## config.mk

```make
export PLATFORM = sky130hd
export DESIGN_NAME = yuv420_to_bgra_converter
export DESIGN_NICKNAME = d
export VERILOG_FILES = /design/src/rtl/core/yuvc_pkg.sv /design/src/rtl/core/yuv420_to_bgra_converter.sv /design/src/rtl/core/yuvc_chroma.sv /design/src/rtl/core/yuvc_lane.sv
export SDC_FILE = /design/constraint.sdc
export NUM_CORES = 2
export LEC_CHECK = 0
export BUFFER_PORTS_ARGS = -buffer_cell sky130_fd_sc_hd__buf_2
export CAP_MARGIN = 20
export CELL_PAD_IN_SITES_DETAIL_PLACEMENT = 0
export CELL_PAD_IN_SITES_GLOBAL_PLACEMENT = 2
export CORE_UTILIZATION = 42
export DETAILED_ROUTE_END_ITERATION = 8
export GPL_TIMING_DRIVEN = 0
export PLACE_DENSITY = 0.88
export SLEW_MARGIN = 10
export SYNTH_ARGS = -nofsm -noshare
export SYNTH_HDL_FRONTEND = slang
export SYNTH_SLANG_ARGS = --single-unit
```

## constraint.sdc

```tcl
create_clock -name clk -period 12 [get_ports clk]
set_clock_uncertainty 0.2 [all_clocks]
set_input_delay 0.6 -clock clk [delete_from_list [all_inputs] [get_ports clk]]
set_output_delay 0.6 -clock clk [all_outputs]
set_load 0.05 [all_outputs]
```

## src/rtl/core/yuvc_pkg.sv

```systemverilog
`timescale 1ns / 1ps
`default_nettype none
// ----------------------------------------------------------------------------
// yuvc_pkg
// Shared types, constants and arithmetic helpers for the YUV 4:2:0 to BGRA
// pixel-pair converter.
// ----------------------------------------------------------------------------
package yuvc_pkg;

    localparam int SampleW = 16;
    localparam int PixelW  = 8;
    localparam int DiffW   = 11;   // signed sample minus offset
    localparam int LumaW   = 20;   // signed luma product
    localparam int ChromaW = 20;   // signed chroma operand after stage 1
    localparam int TermW   = 21;   // signed chroma contribution per channel
    localparam int SumW    = 22;   // signed channel sum before the shift
    localparam int ProdW   = 32;   // signed wide chroma product

    // Limited-range offsets for both sample formats
    localparam logic signed [DiffW-1:0] LumaOff8    = 11'sd16;
    localparam logic signed [DiffW-1:0] ChromaOff8  = 11'sd128;
    localparam logic signed [DiffW-1:0] LumaOff10   = 11'sd64;
    localparam logic signed [DiffW-1:0] ChromaOff10 = 11'sd512;

    localparam logic signed [LumaW-1:0]   LumaGain   = 20'sd298;
    localparam logic signed [ChromaW-1:0] ChromaGain = 20'sd291;

    // BT.601 8-bit coefficients
    localparam logic signed [TermW-1:0] Cr601R  = 21'sd409;
    localparam logic signed [TermW-1:0] Cb601G  = 21'sd100;
    localparam logic signed [TermW-1:0] Cr601G  = 21'sd208;
    localparam logic signed [TermW-1:0] Cb601B  = 21'sd516;
    localparam logic signed [TermW-1:0] Round8  = 21'sd128;

    // BT.709 10-bit coefficients
    localparam logic signed [ProdW-1:0] Cr709R  = 32'sd1613;
    localparam logic signed [ProdW-1:0] Cb709G  = 32'sd192;
    localparam logic signed [ProdW-1:0] Cr709G  = 32'sd480;
    localparam logic signed [ProdW-1:0] Cb709B  = 32'sd1900;

    typedef enum logic {
        FMT_NV12 = 1'b0,
        FMT_P010 = 1'b1
    } yuvc_format_t;

    // Pipeline control handed from the top level to the chroma path and the lanes
    typedef struct packed {
        yuvc_format_t fmt;
        logic         adv_s1;
        logic         adv_s2;
        logic         adv_s3;
    } yuvc_ctrl_t;

    // Sample minus its limited-range offset
    function automatic logic signed [DiffW-1:0] sample_diff(
        input logic [SampleW-1:0] s,
        input yuvc_format_t       fmt,
        input logic               is_luma
    );
        logic signed [DiffW-1:0] code;
        logic signed [DiffW-1:0] off;
        begin
            if (fmt == FMT_P010)
            begin
                code = $signed({1'b0, s[15:6]});
                off  = is_luma ? LumaOff10 : ChromaOff10;
            end
            else
            begin
                code = $signed({3'b000, s[7:0]});
                off  = is_luma ? LumaOff8 : ChromaOff8;
            end
            return code - off;
        end
    endfunction

    // Divide by 1024 truncating toward zero
    function automatic logic signed [TermW-1:0] div1024_trunc(
        input logic signed [ProdW-1:0] x
    );
        logic signed [ProdW-1:0] biased;
        begin
            biased = x + (x[ProdW-1] ? 32'sd1023 : 32'sd0);
            return biased[TermW+9:10];
        end
    endfunction

    function automatic logic [PixelW-1:0] clamp8(input logic signed [SumW-1:0] x);
        begin
            if (x < 0)
                return 8'd0;
            else if (x > 22'sd255)
                return 8'd255;
            else
                return x[PixelW-1:0];
        end
    endfunction

endpackage
`default_nettype wire

```

## src/rtl/core/yuv420_to_bgra_converter.sv

```systemverilog
`timescale 1ns / 1ps
`default_nettype none
// ----------------------------------------------------------------------------
// yuv420_to_bgra_converter
// Converts a luma pair and its shared chroma pair into two clamped BGR pixels,
// NV12/BT.601 or P010/BT.709 as selected by the format register.
//
//   channel   handshake                 payload
//   pair      pair_valid / pair_stall   luma_first, luma_second,
//                                       chroma_blue, chroma_red
//   pixel     pixel_valid / pixel_stall blue/green/red _first, _second
//   format    format_valid/format_ready format_data
//
// Three register stages: operand scaling, chroma products, sum and clamp in
// the output register. One pair per clock while the output is not stalled.
// Stall reaches every stage combinationally; bubbles are squeezed out.
// Reset clears the stage valids and sets the format to NV12.
// ----------------------------------------------------------------------------
module yuv420_to_bgra_converter (
    input  wire         clk,
    input  wire         rst_n,
    input  wire         pair_valid,
    output logic        pair_stall,
    input  wire  [15:0] luma_first,
    input  wire  [15:0] luma_second,
    input  wire  [15:0] chroma_blue,
    input  wire  [15:0] chroma_red,
    output logic        pixel_valid,
    input  wire         pixel_stall,
    output logic [7:0]  blue_first,
    output logic [7:0]  green_first,
    output logic [7:0]  red_first,
    output logic [7:0]  blue_second,
    output logic [7:0]  green_second,
    output logic [7:0]  red_second,
    input  wire         format_valid,
    output logic        format_ready,
    input  wire         format_data
);

    yuvc_pkg::yuvc_format_t fmt_next, fmt_reg;
    logic v1_next, v1_reg;
    logic v2_next, v2_reg;
    logic v3_next, v3_reg;
    logic ready1, ready2, ready3;
    yuvc_pkg::yuvc_ctrl_t ctrl;

    logic signed [yuvc_pkg::TermW-1:0] term_r, term_g, term_b;

    assign format_ready = 1'b1;

    // a stage loads when it is empty or the stage after it moves
    assign ready3 = !v3_reg || !pixel_stall;
    assign ready2 = !v2_reg || ready3;
    assign ready1 = !v1_reg || ready2;

    always_comb
    begin
        fmt_next = fmt_reg;
        if (format_valid)
            fmt_next = format_data ? yuvc_pkg::FMT_P010 : yuvc_pkg::FMT_NV12;
        v1_next = ready1 ? pair_valid : v1_reg;
        v2_next = ready2 ? v1_reg : v2_reg;
        v3_next = ready3 ? v2_reg : v3_reg;
    end

    always_ff @(posedge clk or negedge rst_n)
    begin
        if (!rst_n)
        begin
            fmt_reg <= yuvc_pkg::FMT_NV12;
            v1_reg  <= 1'b0;
            v2_reg  <= 1'b0;
            v3_reg  <= 1'b0;
        end
        else
        begin
            fmt_reg <= fmt_next;
            v1_reg  <= v1_next;
            v2_reg  <= v2_next;
            v3_reg  <= v3_next;
        end
    end

    always_comb
    begin
        ctrl.fmt    = fmt_reg;
        ctrl.adv_s1 = ready1;
        ctrl.adv_s2 = ready2;
        ctrl.adv_s3 = ready3;
    end

    assign pair_stall  = !ready1;
    assign pixel_valid = v3_reg;

    yuvc_chroma u_chroma (
        .clk         (clk),
        .ctrl        (ctrl),
        .chroma_blue (chroma_blue),
        .chroma_red  (chroma_red),
        .term_r      (term_r),
        .term_g      (term_g),
        .term_b      (term_b)
    );

    yuvc_lane u_lane_first (
        .clk    (clk),
        .ctrl   (ctrl),
        .luma   (luma_first),
        .term_r (term_r),
        .term_g (term_g),
        .term_b (term_b),
        .blue   (blue_first),
        .green  (green_first),
        .red    (red_first)
    );

    yuvc_lane u_lane_second (
        .clk    (clk),
        .ctrl   (ctrl),
        .luma   (luma_second),
        .term_r (term_r),
        .term_g (term_g),
        .term_b (term_b),
        .blue   (blue_second),
        .green  (green_second),
        .red    (red_second)
    );

`ifndef SYNTHESIS
    // a full pipeline with a blocked output must push back on the input
    assert property (@(posedge clk) disable iff (!rst_n)
        (v1_reg && v2_reg && v3_reg && pixel_stall) |-> pair_stall)
        else $error("full pipeline did not stall the input");

    // an accepted pair lands in stage 1
    assert property (@(posedge clk) disable iff (!rst_n)
        (pair_valid && !pair_stall) |=> v1_reg)
        else $error("accepted pair lost at stage 1");

    // a stage-2 beat moves into the output register when it is free
    assert property (@(posedge clk) disable iff (!rst_n)
        (v2_reg && ready3) |=> pixel_valid)
        else $error("stage 2 beat dropped");

    // an output beat held under stall keeps its pixels
    assert property (@(posedge clk) disable iff (!rst_n)
        (v3_reg && pixel_stall) |=> ($stable(blue_first) && $stable(red_second)))
        else $error("stalled output changed");
`endif

endmodule
`default_nettype wire

```

## src/rtl/core/yuvc_chroma.sv

```systemverilog
`timescale 1ns / 1ps
`default_nettype none
// ----------------------------------------------------------------------------
// yuvc_chroma
// Shared chroma path: offsets the U/V pair and scales it in P010 mode, then forms the
// per-channel chroma contribution that both luma lanes add.
// ----------------------------------------------------------------------------
module yuvc_chroma (
    input  wire                                          clk,
    input  wire yuvc_pkg::yuvc_ctrl_t                    ctrl,
    input  wire [yuvc_pkg::SampleW-1:0]                  chroma_blue,
    input  wire [yuvc_pkg::SampleW-1:0]                  chroma_red,
    output logic signed [yuvc_pkg::TermW-1:0]            term_r,
    output logic signed [yuvc_pkg::TermW-1:0]            term_g,
    output logic signed [yuvc_pkg::TermW-1:0]            term_b
);

    logic signed [yuvc_pkg::DiffW-1:0]   d_diff;
    logic signed [yuvc_pkg::DiffW-1:0]   e_diff;
    logic signed [yuvc_pkg::ChromaW-1:0] du_next, du_reg;
    logic signed [yuvc_pkg::ChromaW-1:0] dv_next, dv_reg;
    logic signed [yuvc_pkg::ProdW-1:0]   p_rv, p_gu, p_gv, p_bu;
    logic signed [yuvc_pkg::TermW-1:0]   d_ext, e_ext;
    logic signed [yuvc_pkg::TermW-1:0]   r_next, r_reg;
    logic signed [yuvc_pkg::TermW-1:0]   g_next, g_reg;
    logic signed [yuvc_pkg::TermW-1:0]   b_next, b_reg;

    // Stage 1: offset, then scale by 291 in P010 mode; NV12 keeps the raw diff
    always_comb
    begin
        d_diff = yuvc_pkg::sample_diff(chroma_blue, ctrl.fmt, 1'b0);
        e_diff = yuvc_pkg::sample_diff(chroma_red,  ctrl.fmt, 1'b0);
        if (ctrl.fmt == yuvc_pkg::FMT_P010)
        begin
            du_next = yuvc_pkg::ChromaW'(d_diff) * yuvc_pkg::ChromaGain;
            dv_next = yuvc_pkg::ChromaW'(e_diff) * yuvc_pkg::ChromaGain;
        end
        else
        begin
            du_next = yuvc_pkg::ChromaW'(d_diff);
            dv_next = yuvc_pkg::ChromaW'(e_diff);
        end
    end

    // Stage 2: coefficient products
    always_comb
    begin
        p_rv  = yuvc_pkg::ProdW'(dv_reg) * yuvc_pkg::Cr709R;
        p_gu  = yuvc_pkg::ProdW'(du_reg) * yuvc_pkg::Cb709G;
        p_gv  = yuvc_pkg::ProdW'(dv_reg) * yuvc_pkg::Cr709G;
        p_bu  = yuvc_pkg::ProdW'(du_reg) * yuvc_pkg::Cb709B;
        d_ext = yuvc_pkg::TermW'(du_reg);
        e_ext = yuvc_pkg::TermW'(dv_reg);
        if (ctrl.fmt == yuvc_pkg::FMT_P010)
        begin
            r_next = yuvc_pkg::div1024_trunc(p_rv);
            g_next = -yuvc_pkg::div1024_trunc(p_gu) - yuvc_pkg::div1024_trunc(p_gv);
            b_next = yuvc_pkg::div1024_trunc(p_bu);
        end
        else
        begin
            // fold the rounding offset into the chroma term
            r_next = e_ext * yuvc_pkg::Cr601R + yuvc_pkg::Round8;
            g_next = yuvc_pkg::Round8 - d_ext * yuvc_pkg::Cb601G
                     - e_ext * yuvc_pkg::Cr601G;
            b_next = d_ext * yuvc_pkg::Cb601B + yuvc_pkg::Round8;
        end
    end

    always_ff @(posedge clk)
    begin
        if (ctrl.adv_s1)
        begin
            du_reg <= du_next;
            dv_reg <= dv_next;
        end
        if (ctrl.adv_s2)
        begin
            r_reg <= r_next;
            g_reg <= g_next;
            b_reg <= b_next;
        end
    end

    assign term_r = r_reg;
    assign term_g = g_reg;
    assign term_b = b_reg;

endmodule
`default_nettype wire

```

## src/rtl/core/yuvc_lane.sv

```systemverilog
`timescale 1ns / 1ps
`default_nettype none
// ----------------------------------------------------------------------------
// yuvc_lane
// One luma lane: scales its luma sample, adds the shared chroma terms,
// shifts and clamps to three 8-bit channels.
// ----------------------------------------------------------------------------
module yuvc_lane (
    input  wire                                clk,
    input  wire yuvc_pkg::yuvc_ctrl_t          ctrl,
    input  wire [yuvc_pkg::SampleW-1:0]        luma,
    input  wire signed [yuvc_pkg::TermW-1:0]   term_r,
    input  wire signed [yuvc_pkg::TermW-1:0]   term_g,
    input  wire signed [yuvc_pkg::TermW-1:0]   term_b,
    output logic [yuvc_pkg::PixelW-1:0]        blue,
    output logic [yuvc_pkg::PixelW-1:0]        green,
    output logic [yuvc_pkg::PixelW-1:0]        red
);

    logic signed [yuvc_pkg::LumaW-1:0] cy_next, cy_reg, cy_d_reg;
    logic signed [yuvc_pkg::SumW-1:0]  sum_r, sum_g, sum_b;
    logic signed [yuvc_pkg::SumW-1:0]  sh_r, sh_g, sh_b;
    logic [yuvc_pkg::PixelW-1:0]       b_next, b_reg;
    logic [yuvc_pkg::PixelW-1:0]       g_next, g_reg;
    logic [yuvc_pkg::PixelW-1:0]       r_next, r_reg;

    assign cy_next = yuvc_pkg::LumaW'(yuvc_pkg::sample_diff(luma, ctrl.fmt, 1'b1))
                     * yuvc_pkg::LumaGain;

    always_comb
    begin
        sum_r = yuvc_pkg::SumW'(cy_d_reg) + yuvc_pkg::SumW'(term_r);
        sum_g = yuvc_pkg::SumW'(cy_d_reg) + yuvc_pkg::SumW'(term_g);
        sum_b = yuvc_pkg::SumW'(cy_d_reg) + yuvc_pkg::SumW'(term_b);
        if (ctrl.fmt == yuvc_pkg::FMT_P010)
        begin
            sh_r = sum_r >>> 10;
            sh_g = sum_g >>> 10;
            sh_b = sum_b >>> 10;
        end
        else
        begin
            sh_r = sum_r >>> 8;
            sh_g = sum_g >>> 8;
            sh_b = sum_b >>> 8;
        end
        r_next = yuvc_pkg::clamp8(sh_r);
        g_next = yuvc_pkg::clamp8(sh_g);
        b_next = yuvc_pkg::clamp8(sh_b);
    end

    always_ff @(posedge clk)
    begin
        if (ctrl.adv_s1)
            cy_reg <= cy_next;
        // hold luma alongside the chroma products
        if (ctrl.adv_s2)
            cy_d_reg <= cy_reg;
        if (ctrl.adv_s3)
        begin
            b_reg <= b_next;
            g_reg <= g_next;
            r_reg <= r_next;
        end
    end

    assign blue  = b_reg;
    assign green = g_reg;
    assign red   = r_reg;

endmodule
`default_nettype wire

```

== Word level (Yosys, flattened, before mapping) ==
Index checks and enable logic that the tools add are counted.
Cells by class
  magnitude comparators: 12
  mux-type cells: 28
  div/mod/pow operators: 0
  bitwise operators: 0
  multiply operators: 12
  reductions and logical operators: 8
  eq/ne operators: 0
  shifts and indexed selects: 0
  add/subtract/negate cells: 20
Operator list (number)
  $add A20 B21 Y22: 6
  $mux W10: 9
  $gt A14 B9 Y1 const B: 6
  $lt A14 B1 Y1 const B: 6
  $mux W13: 6
  $mux W21: 3
  $add A31 B31 Y31: 2
  $mux W8: 6
  $add A21 B9 Y21 const B: 2
  $sub A21 B21 Y21: 2
  $mul A11 B10 Y20 const B: 2
  $mux W20: 2
  $mul A11 B9 Y19 const B: 2
  $mul A20 B12 Y32 const B: 1
  $add A30 B11 Y31: 1
  $add A29 B11 Y30: 1
  $mul A20 B10 Y30 const B: 1
  $mul A20 B5 Y25 const B: 1
  $mul A20 B3 Y23 const B: 1
  $sub A10 B10 Y11: 2
  $sub A10 B7 Y11: 2
  $mul A20 B10 Y21 const B: 1
  $neg A21 Y21: 1
  $sub A9 B21 Y21 const A: 1
  other kinds (7): 13
Storage, ports and cells
  memories: 0
  input port bits: 70
  logic and storage cells: 99
  register bits after elaboration: 231
  bits in read-only memories: 0
  RAM bits: 0
  bits in latches: 0

== Logic depth before layout (Yosys ltp) ==
  depth after elaboration: 6
  gate-level depth with buffers: 37
  gate-level depth less buffers: 36

== Cells and area by module ==
A second synthesis with hierarchy kept.
Second synthesis, totals
  cell total of the unflattened synthesis: 4497
  area total of the unflattened synthesis: 41334.6 um^2
Modules (own cells, without submodules)
  yuvc_chroma: cells an instance 3229, area each 28842.7 um^2, instances 1
  yuvc_lane (u_lane_first): cells an instance 640, area each 6219.7 um^2, instances 1
  yuvc_lane (u_lane_second): cells an instance 614, area each 6097.1 um^2, instances 1
  yuv420_to_bgra_converter: cells an instance 14, area each 175.2 um^2, instances 1

== Worst setup path before layout ==
No wires, ideal clock.
  kind: reg-to-reg
  from: register u_chroma.dv_reg[10] (netlist name)
  to: register u_chroma.g_reg (netlist bit u_chroma.term_g[20]), data pin
  cell stages (with the launch flop): 35
  path buffers: 2
  library setup time: 0.152 ns
  clock period less this slack: 8.558 ns
  arrival time: 8.206 ns
  required time: 11.648 ns
  path slack: 3.442 ns
  cell sequence: edfxtp_1 > ha_1 > inv_1 > fa_1 > fa_1 > inv_1 > ha_1 > buf_2 > and2_1 > o21a_1 > o41a_1 > a32o_1 > or2_2 > clkbuf_1 > ha_1 > and4_1 > and3_1 > o21ai_1 > a21oi_1 > nand2_1 > or4_1 > a21oi_1 > a211oi_1 > ha_1 > ha_1 > o21ai_0 > a21oi_1 > o41a_1 > a211oi_1 > o31ai_1 > a21oi_1 > xor2_1 > a21oi_1 > or3_1 > a31oi_1
Between the ends
  word-level cells in the longest chain between the ends: 5
  elaborated cells on any way between the ends: 7
  those cells by class: add/sub: 3; mul: 2; mux: 2
RTL lines
  from (decl): line yuvc_chroma.sv:21  | logic signed [yuvc_pkg::ChromaW-1:0] dv_next, dv_reg;
  from (signal assigned): line yuvc_chroma.sv:75  | dv_reg <= dv_next;
  $mul A20 B5 Y25: line yuvc_chroma.sv:50  | p_gv = yuvc_pkg::ProdW'(dv_reg) * yuvc_pkg::Cr709G;
  $mux W10: line yuvc_pkg.sv:83  | biased = x + (x[ProdW-1] ? 32'sd1023 : 32'sd0);
  $add A30 B11 Y31: line yuvc_pkg.sv:83
  $sub A21 B21 Y21: line yuvc_chroma.sv:57  | g_next = -yuvc_pkg::div1024_trunc(p_gu) - yuvc_pkg::div1024_trunc(p_gv);
  $mux W21 (*): line yuvc_chroma.sv:54  | if (ctrl.fmt == yuvc_pkg::FMT_P010)
  net u_chroma.g_next (one bit): line yuvc_chroma.sv:25  | logic signed [yuvc_pkg::TermW-1:0] g_next, g_reg;
  to (signal assigned): line yuvc_chroma.sv:80  | g_reg <= g_next;
  to (decl): line yuvc_chroma.sv:25
Mark *: on every way through the listed nets, which the timed path passes. The rest lies on a longest branch.
A chain may end at the register's enable or synchronous reset.

== Worst setup path in the final report ==
  from: register u_chroma.dv_reg[5] (netlist name)
  to: register u_chroma.g_reg (netlist bit u_chroma.term_g[20]), data pin
The elaborated chain is that of the path after synthesis.

==> results.py <==
metrics = {
    "grt": {
        "vias_in_the_first_global_route": 30600,
        "antenna_found_initial": 0,
        "grt_pass1_wl_mm": 178,
        "grt_start_max_net_pins": 61,
        "grtUsageTotal_pct": 23.3,
        "overflow": 0,
    },
    "clocking": {
        "clkTransAtPathRegs_ns": 0.06,
        "ctsResizeCount": 0,
        "max-clock-path-buffers": 3,
        "tritoncts_clock_tree": "built",
        "htreeDepth": 1,
        "postCtsHoldBufs": 2,
        "clock_insertion_delay_worst_skew_ns": 0.61,
        "clock-root-buffer": "sky130_fd_sc_hd__clkbuf_16",
        "total_clock_buffers_created_by_cts": 28,
        "number_of_buffers_added_for_setup_after_cts": 0,
        "clkSinkCount": 228,
    },
    "synthesis": {
        "synth_compound_area_share_pct": 16.0,
        "synthesized_area_per_cell_um2": 9.26,
        "synth_area_leaders": "sky130_fd_sc_hd__ha_1 24%, sky130_fd_sc_hd__edfxtp_1 17%, sky130_fd_sc_hd__fa_1 16%, sky130_fd_sc_hd__inv_1 6.1%, sky130_fd_sc_hd__xnor2_1 5.5%",
        "number_of_enable_type_register_cells_in_the_synthesized_netlist": 224,
        "total_nets_after_synthesis": 5508,
        "yosys_warnings": 0,
        "yosysUniqueCellTypes": 106,
        "netlist.area_leader.share_pct": 23.7,
        "yosys.area_share.xor_xnor_pct": 8.52,
        "synth-adder-area-share_pct": 39.4,
        "synth_simple_gate_area_share_pct": 11.3,
        "synthArstFlopShare_pct": 1.75,
        "synth-seq-area-share_pct": 16.9,
        "dominant_synthesized_flop_cell": "sky130_fd_sc_hd__edfxtp_1",
        "syn-cell-area_um2": 40400,
        "synthDominantAreaCellType": "sky130_fd_sc_hd__ha_1",
        "synth_top_family_by_area": "adder cells",
        "post_synth_mux_area_share_pct": 1.14,
        "postSynthCellCount": 4358,
        "synth-seq-cells": 228,
    },
    "timing": {
        "timing_worst_slew_pin_value_ns": 1.14,
        "final_hold_viol_count": 0,
        "maxClockFrequency_ghz": 0.0929,
        "slew-limit-headroom_pct": 23.1,
        "final.period_utilization_pct": 89.7,
        "period_needed_ns": 10.77,
        "finalMaxSlewViolations": 0,
        "rsz0062_at_grt": "false",
        "report.final.setup_viol": 0,
        "setup_total_negative_slack_ns": 0,
    },
    "critical_path": {
        "crit-reg2reg-launch": "u_chroma.dv_reg[5]",
        "regToRegEndpoint": "u_chroma.term_g[20]",
        "critical_path_arrival_ns": 10.83,
        "buffers_and_inverters_on_the_worst_path": 3,
        "cp-end-kind": "flop",
        "r2r_cells": 34,
        "slowest_stage": "sky130_fd_sc_hd__edfxtp_1",
        "r2r_setup_slack_ns": 1.23,
        "worst_setup_path_start_kind": "flop",
        "critical_path_required_ns": 12.06,
        "critPathTopFamily": "compound AO/OA/AOI/OAI gates",
        "critPathMaxStageDelay_ns": 0.69,
        "worst_setup_path_class": "reg -> reg",
        "peak_fanout_along_the_critical_path": 11,
    },
    "worst_hold_path": {
        "hold_path_end": "fmt_reg",
        "timing.hold.worst.start": "format_valid",
        "worstHoldPathCells": 2,
        "hold_class": "in -> reg",
    },
    "cells_and_area": {
        "area_delta_synth_final_pct": 8.23,
        "drive_above_1_share_pct": 6.36,
        "multi_input_area_um2": 30800,
        "mostFrequentLayoutCell": "sky130_fd_sc_hd__ha_1",
        "seqCellArea_um2": 6830,
        "antenna_diode_count": 0,
        "finalNetCount": 5674,
        "fillerInstances": 9267,
        "commonest_non_fill_non_tap_cells_in_the_layout": "764 x sky130_fd_sc_hd__ha_1, 652 x sky130_fd_sc_hd__inv_1, 323 x sky130_fd_sc_hd__a21oi_1, 316 x sky130_fd_sc_hd__fa_1, 254 x sky130_fd_sc_hd__xnor2_1",
    },
    "route": {
        "routed_antenna_nets": 0,
        "drtPass1Iterations": 5,
        "vias": 31500,
        "vias_per_cell": 5.42,
        "detail_route.wl_per_cell_um": 19.6,
        "drt_iter0_markers": 1972,
        "final_routed_drc_violation_total": 0,
        "routed_wirelength_mm": 114,
    },
    "die": {
        "core.rowCount": 113,
        "initial_utilization_pct": 42.4,
        "fp.coreArea_um2": 95200,
        "die_area_um2": 97300,
        "die_w_um": 312,
        "die_height_um": 312,
        "floorplan.io_pins": 121,
    },
    "status": {
        "run_status": "finished, final reports clean",
    },
    "place": {
        "input_output_buffers": 119,
        "detailedPlacementHpwl_mm": 97.2,
        "gp_congestion": 0.910,
    },
    "run": {
        "max_cap_violations": 0,
    },
}
==> stage by stage <==
step	instances	area [µm²]	setup slack, ns	util (%)	hold slack, ns
floorplan	4358	40400	3.44	-	0.104
global placement	5742	42500	1.49	44.7	0.203
detailed placement	5755	42700	1.41	44.9	0.205
CTS	5807	43600	1.36	45.9	0.0101
global route	5809	43700	0.660	45.9	0.0428
finish	5809	43700	1.23	45.9	0.0481
==> how the worst max path moves through the flow <==
stage	slack, ns	start	depth (start not counted)	end
floorplan	3.44	u_chroma.dv_reg[10]	34	u_chroma.term_g[20]
global placement	1.49	fmt_reg	23	u_lane_second.cy_reg[19]
detailed placement	1.41	u_chroma.dv_reg[3]	35	u_chroma.term_g[20]
CTS	1.36	u_chroma.dv_reg[3]	35	u_chroma.term_g[20]
global route	0.66	u_chroma.dv_reg[3]	35	u_chroma.term_g[19]
finish	1.23	u_chroma.dv_reg[5]	34	u_chroma.term_g[20]
==> synthesized netlist by cell type, types with 15 or more instances <==
master / instances
sky130_fd_sc_hd__o21a_1: 30
sky130_fd_sc_hd__and2_1: 31
sky130_fd_sc_hd__o22ai_1: 17
sky130_fd_sc_hd__nor2b_1: 39
sky130_fd_sc_hd__mux2i_1: 28
sky130_fd_sc_hd__o31ai_1: 23
sky130_fd_sc_hd__nand4_1: 26
sky130_fd_sc_hd__o21ai_0: 189
sky130_fd_sc_hd__nand2b_1: 41
sky130_fd_sc_hd__a31oi_1: 29
sky130_fd_sc_hd__a21oi_1: 323
sky130_fd_sc_hd__nand3_1: 78
sky130_fd_sc_hd__a21boi_0: 21
sky130_fd_sc_hd__nor3_1: 72
sky130_fd_sc_hd__inv_1: 652
sky130_fd_sc_hd__o21bai_1: 37
sky130_fd_sc_hd__or3_1: 24
sky130_fd_sc_hd__mux2_2: 16
sky130_fd_sc_hd__and3_1: 39
sky130_fd_sc_hd__a211oi_1: 29
sky130_fd_sc_hd__a21o_1: 98
sky130_fd_sc_hd__nand2_1: 241
sky130_fd_sc_hd__clkbuf_1: 52
sky130_fd_sc_hd__nor2_1: 223
sky130_fd_sc_hd__o211ai_1: 18
sky130_fd_sc_hd__fa_1: 316
sky130_fd_sc_hd__xor2_1: 136
sky130_fd_sc_hd__or2_2: 21
sky130_fd_sc_hd__ha_1: 764
sky130_fd_sc_hd__edfxtp_1: 224
sky130_fd_sc_hd__xnor2_1: 254
sky130_fd_sc_hd__a31o_2: 15
==> cells by family (layout without fill, tap and decap cells) <==
family | Yosys count | count (layout)
adders and majority gates | 1080 | 1080
AOI/OAI and AO/OA | 984 | 984
and+or+nand+nor | 911 | 911
buffers and inverters | 719 | 905
xor gates and xnor gates | 391 | 391
DFF | 228 | 228
muxes | 44 | 44
other | 1 | 1
==> cell type report <==
| class | count | area share (%) |
|---|---|---|
| Buffer | 67 | 0.636 |
| Multi-Input combinational cell | 3411 | 70.6 |
| Clock buffer | 30 | 1.62 |
| Sequential cell | 228 | 15.6 |
| Timing Repair Buffer | 136 | 1.93 |
| Tap cell | 1265 | 3.62 |
| Inverter | 652 | 5.60 |
| Clock inverter | 20 | 0.370 |
==> routing by layer <==
metal | global-route usage [%] | wire [µm] | vias up
li1 | - | - | 15600
met1 | 33.7 | 55300 | 15300
met2 | 38.1 | 52000 | 536
met3 | 1.55 | 4160 | 91
met4 | 5.31 | 2610 | 0
met5 | 0 | 0 | -
Power is not shown: default switching activity piles up to over one toggle a cycle in this logic, so the estimate is an artifact.
